### src/rtl/smcrg_pkg.sv
package smcrg_pkg;

    localparam int BLOCK_BYTES       = 8;
    localparam int MAX_REQUEST_BYTES = 256;
    localparam int WORD_W            = 64;
    localparam int HALF_W            = 32;
    localparam int REQ_W             = 9;
    localparam int LEN_W             = 4;

    localparam logic [WORD_W-1:0] MIX_C1 = 64'hbf58476d1ce4e5b9;
    localparam logic [WORD_W-1:0] MIX_C2 = 64'h94d049bb133111eb;
    localparam int MIX_S1 = 30;
    localparam int MIX_S2 = 27;
    localparam int MIX_S3 = 31;

    localparam logic OP_FOLD     = 1'b0;
    localparam logic OP_GENERATE = 1'b1;

    typedef struct packed {
        logic load_fold;
        logic load_block;
        logic init_req;
        logic mul_phase_a;
        logic mul_phase_b;
        logic mul_phase_c;
        logic mul_second;
        logic fold_commit;
        logic emit;
    } t_cmd;

    typedef struct packed {
        logic last_chunk;
    } t_status;

    function automatic logic [WORD_W-1:0] byte_mask(input logic [LEN_W-1:0] nbytes);
        logic [WORD_W-1:0] m;
        m = '0;
        for (int i = 0; i < BLOCK_BYTES; i++) begin
            if (LEN_W'(i) < nbytes) begin
                m[i*8 +: 8] = 8'hFF;
            end
        end
        return m;
    endfunction

endpackage

### src/rtl/splitmix_counter_random_generator_top.sv
// Splitmix64 counter-mode generator. A transaction is taken when start is high
// and busy is low. A fold transaction keeps busy high until the seed is updated.
// A generate transaction for N bytes (capped at 256) yields ceil(N/8) blocks,
// computed one after another while busy stays high; each block is registered
// and shown for a single cycle with o_strobe. The block time is set by one
// shared 32x32 multiplier that needs three passes per 64-bit product and two
// products per block. Results cannot be held off: capture every o_strobe cycle.
// Folds and zero length requests produce no result.
module splitmix_counter_random_generator_top
    import smcrg_pkg::*;
(
    input  logic              i_clk,
    input  logic              i_rst_n,
    input  logic              start,
    output logic              busy,
    input  logic              i_opcode,
    input  logic [WORD_W-1:0] i_entropy_word,
    input  logic [LEN_W-1:0]  i_entropy_length,
    input  logic [REQ_W-1:0]  i_request_length,
    output logic [WORD_W-1:0] o_random_bytes,
    output logic [LEN_W-1:0]  o_valid_bytes,
    output logic              o_last_block,
    output logic              o_strobe
);

    t_cmd    cmd;
    t_status status;

    smcrg_ctrl u_ctrl (
        .i_clk            (i_clk),
        .i_rst_n          (i_rst_n),
        .start            (start),
        .busy             (busy),
        .i_opcode         (i_opcode),
        .i_entropy_length (i_entropy_length),
        .i_request_length (i_request_length),
        .i_status         (status),
        .o_cmd            (cmd)
    );

    smcrg_dp u_dp (
        .i_clk            (i_clk),
        .i_rst_n          (i_rst_n),
        .i_cmd            (cmd),
        .o_status         (status),
        .i_entropy_word   (i_entropy_word),
        .i_entropy_length (i_entropy_length),
        .i_request_length (i_request_length),
        .o_random_bytes   (o_random_bytes),
        .o_valid_bytes    (o_valid_bytes),
        .o_last_block     (o_last_block),
        .o_strobe         (o_strobe)
    );

    a_valid_range: assert property (@(posedge i_clk) disable iff (!i_rst_n)
        o_strobe |-> (o_valid_bytes != '0 && o_valid_bytes <= LEN_W'(BLOCK_BYTES)))
        else $error("valid byte count out of range");

    a_full_unless_last: assert property (@(posedge i_clk) disable iff (!i_rst_n)
        (o_strobe && !o_last_block) |-> (o_valid_bytes == LEN_W'(BLOCK_BYTES)))
        else $error("partial block before end of request");

    a_tail_zero: assert property (@(posedge i_clk) disable iff (!i_rst_n)
        o_strobe |-> ((o_random_bytes & ~byte_mask(o_valid_bytes)) == '0))
        else $error("unused bytes not cleared");

    a_more_pending: assert property (@(posedge i_clk) disable iff (!i_rst_n)
        (o_strobe && !o_last_block) |-> busy)
        else $error("request ended before final block");

    a_strobe_single: assert property (@(posedge i_clk) disable iff (!i_rst_n)
        o_strobe |=> !o_strobe)
        else $error("blocks emitted back to back");

endmodule

### src/rtl/smcrg_ctrl.sv
module smcrg_ctrl
    import smcrg_pkg::*;
(
    input  logic             i_clk,
    input  logic             i_rst_n,
    input  logic             start,
    output logic             busy,
    input  logic             i_opcode,
    input  logic [LEN_W-1:0] i_entropy_length,
    input  logic [REQ_W-1:0] i_request_length,
    input  t_status          i_status,
    output t_cmd             o_cmd
);

    typedef enum logic [7:0] {
        S_IDLE = 8'b0000_0001,
        S_M1A  = 8'b0000_0010,
        S_M1B  = 8'b0000_0100,
        S_M1C  = 8'b0000_1000,
        S_M2A  = 8'b0001_0000,
        S_M2B  = 8'b0010_0000,
        S_M2C  = 8'b0100_0000,
        S_FIN  = 8'b1000_0000
    } t_state;

    t_state r_state, n_state;
    logic   r_gen_mode, n_gen_mode;

    always_comb begin
        n_state    = r_state;
        n_gen_mode = r_gen_mode;
        o_cmd      = '0;
        unique case (r_state)
            S_IDLE: begin
                if (start) begin
                    if (i_opcode == OP_FOLD && i_entropy_length != '0) begin
                        o_cmd.load_fold = 1'b1;
                        n_gen_mode      = 1'b0;
                        n_state         = S_M1A;
                    end else if (i_opcode == OP_GENERATE && i_request_length != '0) begin
                        o_cmd.load_block = 1'b1;
                        o_cmd.init_req   = 1'b1;
                        n_gen_mode       = 1'b1;
                        n_state          = S_M1A;
                    end
                end
            end
            S_M1A: begin
                o_cmd.mul_phase_a = 1'b1;
                n_state           = S_M1B;
            end
            S_M1B: begin
                o_cmd.mul_phase_b = 1'b1;
                n_state           = S_M1C;
            end
            S_M1C: begin
                o_cmd.mul_phase_c = 1'b1;
                n_state           = S_M2A;
            end
            S_M2A: begin
                o_cmd.mul_phase_a = 1'b1;
                o_cmd.mul_second  = 1'b1;
                n_state           = S_M2B;
            end
            S_M2B: begin
                o_cmd.mul_phase_b = 1'b1;
                o_cmd.mul_second  = 1'b1;
                n_state           = S_M2C;
            end
            S_M2C: begin
                o_cmd.mul_phase_c = 1'b1;
                o_cmd.mul_second  = 1'b1;
                n_state           = S_FIN;
            end
            S_FIN: begin
                if (!r_gen_mode) begin
                    o_cmd.fold_commit = 1'b1;
                    n_state           = S_IDLE;
                end else begin
                    o_cmd.emit = 1'b1;
                    if (i_status.last_chunk) begin
                        n_state = S_IDLE;
                    end else begin
                        o_cmd.load_block = 1'b1;
                        n_state          = S_M1A;
                    end
                end
            end
            default: begin
                n_state = S_IDLE;
            end
        endcase
    end

    always_ff @(posedge i_clk) begin
        if (!i_rst_n) begin
            r_state    <= S_IDLE;
            r_gen_mode <= 1'b0;
        end else begin
            r_state    <= n_state;
            r_gen_mode <= n_gen_mode;
        end
    end

    assign busy = (r_state != S_IDLE);

endmodule

### src/rtl/smcrg_dp.sv
module smcrg_dp
    import smcrg_pkg::*;
(
    input  logic              i_clk,
    input  logic              i_rst_n,
    input  t_cmd              i_cmd,
    output t_status           o_status,
    input  logic [WORD_W-1:0] i_entropy_word,
    input  logic [LEN_W-1:0]  i_entropy_length,
    input  logic [REQ_W-1:0]  i_request_length,
    output logic [WORD_W-1:0] o_random_bytes,
    output logic [LEN_W-1:0]  o_valid_bytes,
    output logic              o_last_block,
    output logic              o_strobe
);

    logic [WORD_W-1:0] r_seed, r_counter, r_x, r_acc;
    logic [REQ_W-1:0]  r_remaining;
    logic [WORD_W-1:0] r_out_bytes;
    logic [LEN_W-1:0]  r_out_valid;
    logic              r_out_last;
    logic              r_out_strobe;

    logic [WORD_W-1:0] cnt_next, fold_in, block_in, v_in, v_pre, y, fin;
    logic [WORD_W-1:0] mix_const;
    logic [HALF_W-1:0] m_a, m_b;
    logic [WORD_W-1:0] m_p;
    logic [LEN_W-1:0]  chunk;
    logic              last;

    assign cnt_next = r_counter + 64'd1;
    assign fold_in  = r_seed ^ (i_entropy_word & byte_mask(i_entropy_length));
    assign block_in = r_seed ^ cnt_next;
    assign v_in     = i_cmd.load_fold ? fold_in : block_in;
    assign v_pre    = v_in ^ (v_in >> MIX_S1);
    assign y        = r_acc ^ (r_acc >> MIX_S2);
    assign fin      = r_acc ^ (r_acc >> MIX_S3);

    assign last  = (r_remaining <= REQ_W'(BLOCK_BYTES));
    assign chunk = last ? r_remaining[LEN_W-1:0] : LEN_W'(BLOCK_BYTES);
    assign o_status.last_chunk = last;

    assign mix_const = i_cmd.mul_second ? MIX_C2 : MIX_C1;

    always_comb begin
        m_a = r_x[HALF_W-1:0];
        m_b = mix_const[HALF_W-1:0];
        if (i_cmd.mul_phase_a) begin
            m_a = i_cmd.mul_second ? y[HALF_W-1:0] : r_x[HALF_W-1:0];
        end else if (i_cmd.mul_phase_b) begin
            m_a = r_x[WORD_W-1:HALF_W];
        end else if (i_cmd.mul_phase_c) begin
            m_b = mix_const[WORD_W-1:HALF_W];
        end
    end

    assign m_p = WORD_W'(m_a) * WORD_W'(m_b);

    always_ff @(posedge i_clk) begin
        if (i_cmd.load_fold || i_cmd.load_block) begin
            r_x <= v_pre;
        end else if (i_cmd.mul_phase_a && i_cmd.mul_second) begin
            r_x <= y;
        end
        if (i_cmd.mul_phase_a) begin
            r_acc <= m_p;
        end else if (i_cmd.mul_phase_b || i_cmd.mul_phase_c) begin
            r_acc[WORD_W-1:HALF_W] <= r_acc[WORD_W-1:HALF_W] + m_p[HALF_W-1:0];
        end
        if (i_cmd.init_req) begin
            r_remaining <= (i_request_length > REQ_W'(MAX_REQUEST_BYTES))
                         ? REQ_W'(MAX_REQUEST_BYTES) : i_request_length;
        end else if (i_cmd.emit) begin
            r_remaining <= r_remaining - REQ_W'(chunk);
        end
        if (i_cmd.emit) begin
            r_out_bytes <= fin & byte_mask(chunk);
            r_out_valid <= chunk;
            r_out_last  <= last;
        end
    end

    always_ff @(posedge i_clk) begin
        if (!i_rst_n) begin
            r_seed       <= '0;
            r_counter    <= '0;
            r_out_strobe <= 1'b0;
        end else begin
            r_out_strobe <= i_cmd.emit;
            if (i_cmd.fold_commit) begin
                r_seed    <= fin;
                r_counter <= '0;
            end else if (i_cmd.load_block) begin
                r_counter <= cnt_next;
            end
        end
    end

    assign o_random_bytes = r_out_bytes;
    assign o_valid_bytes  = r_out_valid;
    assign o_last_block   = r_out_last;
    assign o_strobe       = r_out_strobe;

endmodule

### config.mk
export PLATFORM = sky130hd
export DESIGN_NAME = splitmix_counter_random_generator_top
export DESIGN_NICKNAME = d
export VERILOG_FILES = /design/src/rtl/smcrg_pkg.sv /design/src/rtl/splitmix_counter_random_generator_top.sv /design/src/rtl/smcrg_ctrl.sv /design/src/rtl/smcrg_dp.sv
export SDC_FILE = /design/constraint.sdc
export NUM_CORES = 2
export LEC_CHECK = 0
export ABC_AREA = 1
export BUFFER_PORTS_ARGS = -buffer_cell sky130_fd_sc_hd__clkbuf_2
export CORE_MARGIN = 3
export CORE_UTILIZATION = 39
export CTS_CLUSTER_DIAMETER = 150
export DETAILED_ROUTE_END_ITERATION = 10
export GPL_TIMING_DRIVEN = 0
export SETUP_SLACK_MARGIN = 0.3
export SLEW_MARGIN = 10
export SYNTH_ARGS = -nofsm -noshare
export SYNTH_HDL_FRONTEND = slang
export SYNTH_SLANG_ARGS = --single-unit
### constraint.sdc
create_clock -name i_clk -period 28.1 [get_ports i_clk]
set_clock_uncertainty 0.2 [all_clocks]
set_input_delay 5.62 -clock i_clk [delete_from_list [all_inputs] [get_ports i_clk]]
set_output_delay 5.62 -clock i_clk [all_outputs]
set_load 0.01 [all_outputs]
==> metrics.csv <==
stage,metric,value,unit
route,Initial DRT Pass Iterations,7,
setup_path,cell mode on critical path,fa_1,
global_routing,first-pass GRT wire length,307,mm
setup_path,WS Path Type,reg -> reg,
setup_path,CP required,28.23,ns
placement,post-place setup slack,14.37,ns
cts,"CTS clk-pin slew, worst paths",0.07,ns
sta,Pins Over Slew Limit,0,
logic_synthesis,number of synthesized register bits,344,
hold_path,worst hold endpoint,u_dp.r_seed[53]$_SDFFE_PN0P_,
logic_synthesis,Ys Warns,0,
global_routing,Total Routing Usage GR,0.315,
sta,final worst slack,14.01,ns
global_routing,vias in the first global route,43800,
cts,CTS tree,done,
setup_path,Worst path depth,39,
cts,Max Root-Sink Buffers,3,
final_layout,area grow syn2layout,8.39,%
setup_path,FF-to-FF setup slack,14.01,ns
final_layout,nets,7794,
cts,Worst-Skew Late Latency,0.58,ns
hold_path,HP Class,reg -> reg,
route,post-route ant nets,0,
setup_path,Critical Path AT,14.22,ns
sta,actual slew at the worst max-slew pin,1.37,ns
final_layout,utilization after layout,0.429,
run_status,status,finished clean,
floorplan,Die Ht,367,um
final_layout,Finished Layout Cells,8284,
logic_synthesis,asr flop ratio synth,0,
setup_path,crit-path max cell delay,0.89,ns
sta,Final Hold Viols,0,
floorplan,Die Width,367,um
setup_path,cell family with most CP delay,adder cells,
placement,placed cells,8211,
logic_synthesis,share of the synthesized area in the top cell type,0.324,
route,via/cell ratio,5.36,
cts,post-CTS setup buffer count,0,
logic_synthesis,cell accounting for the most synthesized area,fa_1,
final_layout,share of post-route cells with drive strength above 1,0.0618,
floorplan,Core Box Area,0.129,mm2
hold_path,HP Start,u_dp.r_seed[53]$_SDFFE_PN0P_,
sta,Peak Freq,0.0710,GHz
logic_synthesis,most common flop cell mapped by yosys,edfxtp_1,
sta,final worst path period share,0.501,
cts,htree depth,2,
setup_path,Critical R2R Launch,u_ctrl.r_state[5]$_SDFFE_PN0P_,
setup_path,Worst Reg2Reg Path Length in Cells,39,
logic_synthesis,Post-synth EDFFs,206,
placement,placer congestion estimate,1.02,
floorplan,I/O pin cnt,152,
route,wire per inst,25.8,um
global_routing,initial antenna violation count,4,
cts,Hold Buf Count CTS,0,
sta,setup tns final,0,ns
sta,crit path time final,14.09,ns
setup_path,"Buf+Inv Stages, Crit Path",9,
logic_synthesis,Yosys cell types,58,
floorplan,Rows,131,
placement,hpwl dp,185,mm
setup_path,FF-to-FF End,u_dp.r_acc[62]$_DFFE_PP_,
sta,RSZ-0062 raised after global routing,false,
sta,worst rel slew slack,0.0826,
sta,Final Setup Violations,0,
route,WL final,214,mm
logic_synthesis,mapped cell area,0.0509,mm2
logic_synthesis,Area contributors post-synth,"fa_1, edfxtp_1, inv_1, ha_1, nand2_1",
floorplan,Die ar.,0.135,mm2
hold_path,Hold Crit Depth,2,
setup_path,startpoint types,register,
logic_synthesis,Syn Inst Count,6327,
global_routing,grt total ovfl,0,
cts,# clock sinks,344,
job,MaxCap Viol Count,0,
logic_synthesis,syn_area_per_cell,8.04,um2
placement,Port Buf Inserts,151,
setup_path,Worst Setup End Kind,register,
logic_synthesis,sequential fraction of the synthesis area,0.176,
setup_path,"critical path fanouts, max",10,
logic_synthesis,post-synth net total,7598,
cts,cts bufs inserted,39,
final_layout,Layout fillers,13300,
setup_path,"Slowest-stage cell, CP",nor2_1,
floorplan,Initial Util,0.396,
route,Remaining DRCs,0,
logic_synthesis,top-count cell post-synth,inv_1,
cts,post_cts resized,0,
route,detailed-route via count,44400,
cts,CTS root buf,clkbuf_16,
logic_synthesis,commonest cells in the netlist,"inv_1, nand2_1, fa_1",
global_routing,largest net degree at the start of global routing,58,
route,Initial DRC Count,5177,
## worst register-to-register path: cells and delay by family (launching register included)
kind | cells | cell delay [ns]
AND/OR/NAND/NOR | 14 | 3.62
XOR/XNOR | 1 | 0.62
flip-flops | 1 | 0.34
AO/OA/AOI/OAI | 4 | 1.41
adder cells (fa/ha/maj) | 11 | 5.52
buffers and inverters | 9 | 2.10
## state kept, by name, summed over array words and instances, names as in the netlist
signal,flops
u_ctrl.r_gen_mode,1
u_ctrl.r_state,8
u_dp.o_last_block,1
u_dp.o_random_bytes,64
u_dp.o_strobe,1
u_dp.o_valid_bytes,4
u_dp.r_acc,64
u_dp.r_counter,64
u_dp.r_remaining,9
u_dp.r_seed,64
u_dp.r_x,64
## per-layer routing
metal  part of all wire  GRT usage  routed length, um  vias to the layer above
met5                  0          0                  0                        -
met4              0.043      0.113               9130                        0
met3               0.10     0.0592              21300                      322
met2               0.42      0.459              89000                     2204
met1               0.44      0.464              94500                    22200
li1                   -          -                  -                    19700
## worst max-delay path by stage
stage,slack (ns),to,startpoint
3_3_place_gp,14.26,u_dp.r_acc[62]$_DFFE_PP_,u_ctrl.r_state[5]$_SDFFE_PN0P_
5_1_grt,13.82,u_dp.r_acc[59]$_DFFE_PP_,u_ctrl.r_state[5]$_SDFFE_PN0P_
2_1_floorplan,18.63,u_dp.r_acc[59]$_DFFE_PP_,u_ctrl.r_state[2]$_SDFFE_PN0P_
3_5_place_dp,14.37,u_dp.r_acc[62]$_DFFE_PP_,u_ctrl.r_state[5]$_SDFFE_PN0P_
6_report,14.01,u_dp.r_acc[62]$_DFFE_PP_,u_ctrl.r_state[5]$_SDFFE_PN0P_
4_1_cts,14.32,u_dp.r_acc[62]$_DFFE_PP_,u_ctrl.r_state[5]$_SDFFE_PN0P_
## cells in the final DEF, fill, tap and decap left out, types with 5 or more instances in the layout
cell type  synthesis  layout
a21o_1             8       8
a21oi_1          274     274
a31oi_1           25      25
and2_0             5       5
buf_1              7       6
buf_2             78      79
buf_4             12      12
buf_6              5       5
clkbuf_1          53      62
clkbuf_16          0      40
clkbuf_2           0     151
clkinv_1           2       8
dfxtp_1          138     138
edfxtp_1         206     206
fa_1             823     823
ha_1             367     367
inv_1           1376    1376
inv_2             27      26
nand2_1         1215    1213
nand2_2           17      18
nand3_1          336     336
nand3b_1          36      36
nand4_1           21      21
nor2_1           723     723
nor2_2            20      20
nor2_4            10      10
nor3_1            14      14
nor4_1             9       9
o211ai_1          18      18
o21a_1            10      10
o21ai_0          256     255
o21ai_1           20      21
o21bai_1          16      16
o22ai_1           17      17
or2_2              9       9
xnor2_1           51      51
xor2_1            89      89
## through the flow
stage | hold WS (ns) | cell area (um2)
6_report | 0.270 | 55200
5_1_grt | 0.291 | 55200
4_1_cts | 0.272 | 55200
3_5_place_dp | 0.263 | 53900
3_3_place_gp | 0.254 | 53800
2_1_floorplan | 0.244 | 50900
## kinds of logic (layout without fill, tap and decap cells)
kind of cell,Yosys count,after routing,share of synthesized area
buf+inv,1561,1787,0.119
simple gates,2434,2434,0.198
fa+ha+maj,1190,1190,0.414
other cells,1,3,0.0000737
compound gates,657,657,0.0694
xor+xnor,140,140,0.0241
flops,344,344,0.176
## layout make-up
type,instances,area [um2],area share
inverters,1406,5280,0.0957
diodes,2,5.00,0.0000907
flip-flops and latches,344,8950,0.162
plain buffers,155,763,0.0138
clock buffers,52,1080,0.0195
clock inverters,19,171,0.00311
well taps,1729,2160,0.0392
multi-input cells,4422,35900,0.651
repair buffers,155,843,0.0153
Power is not shown: default switching activity piles up to over one toggle a cycle in this logic, so the estimate is an artifact.
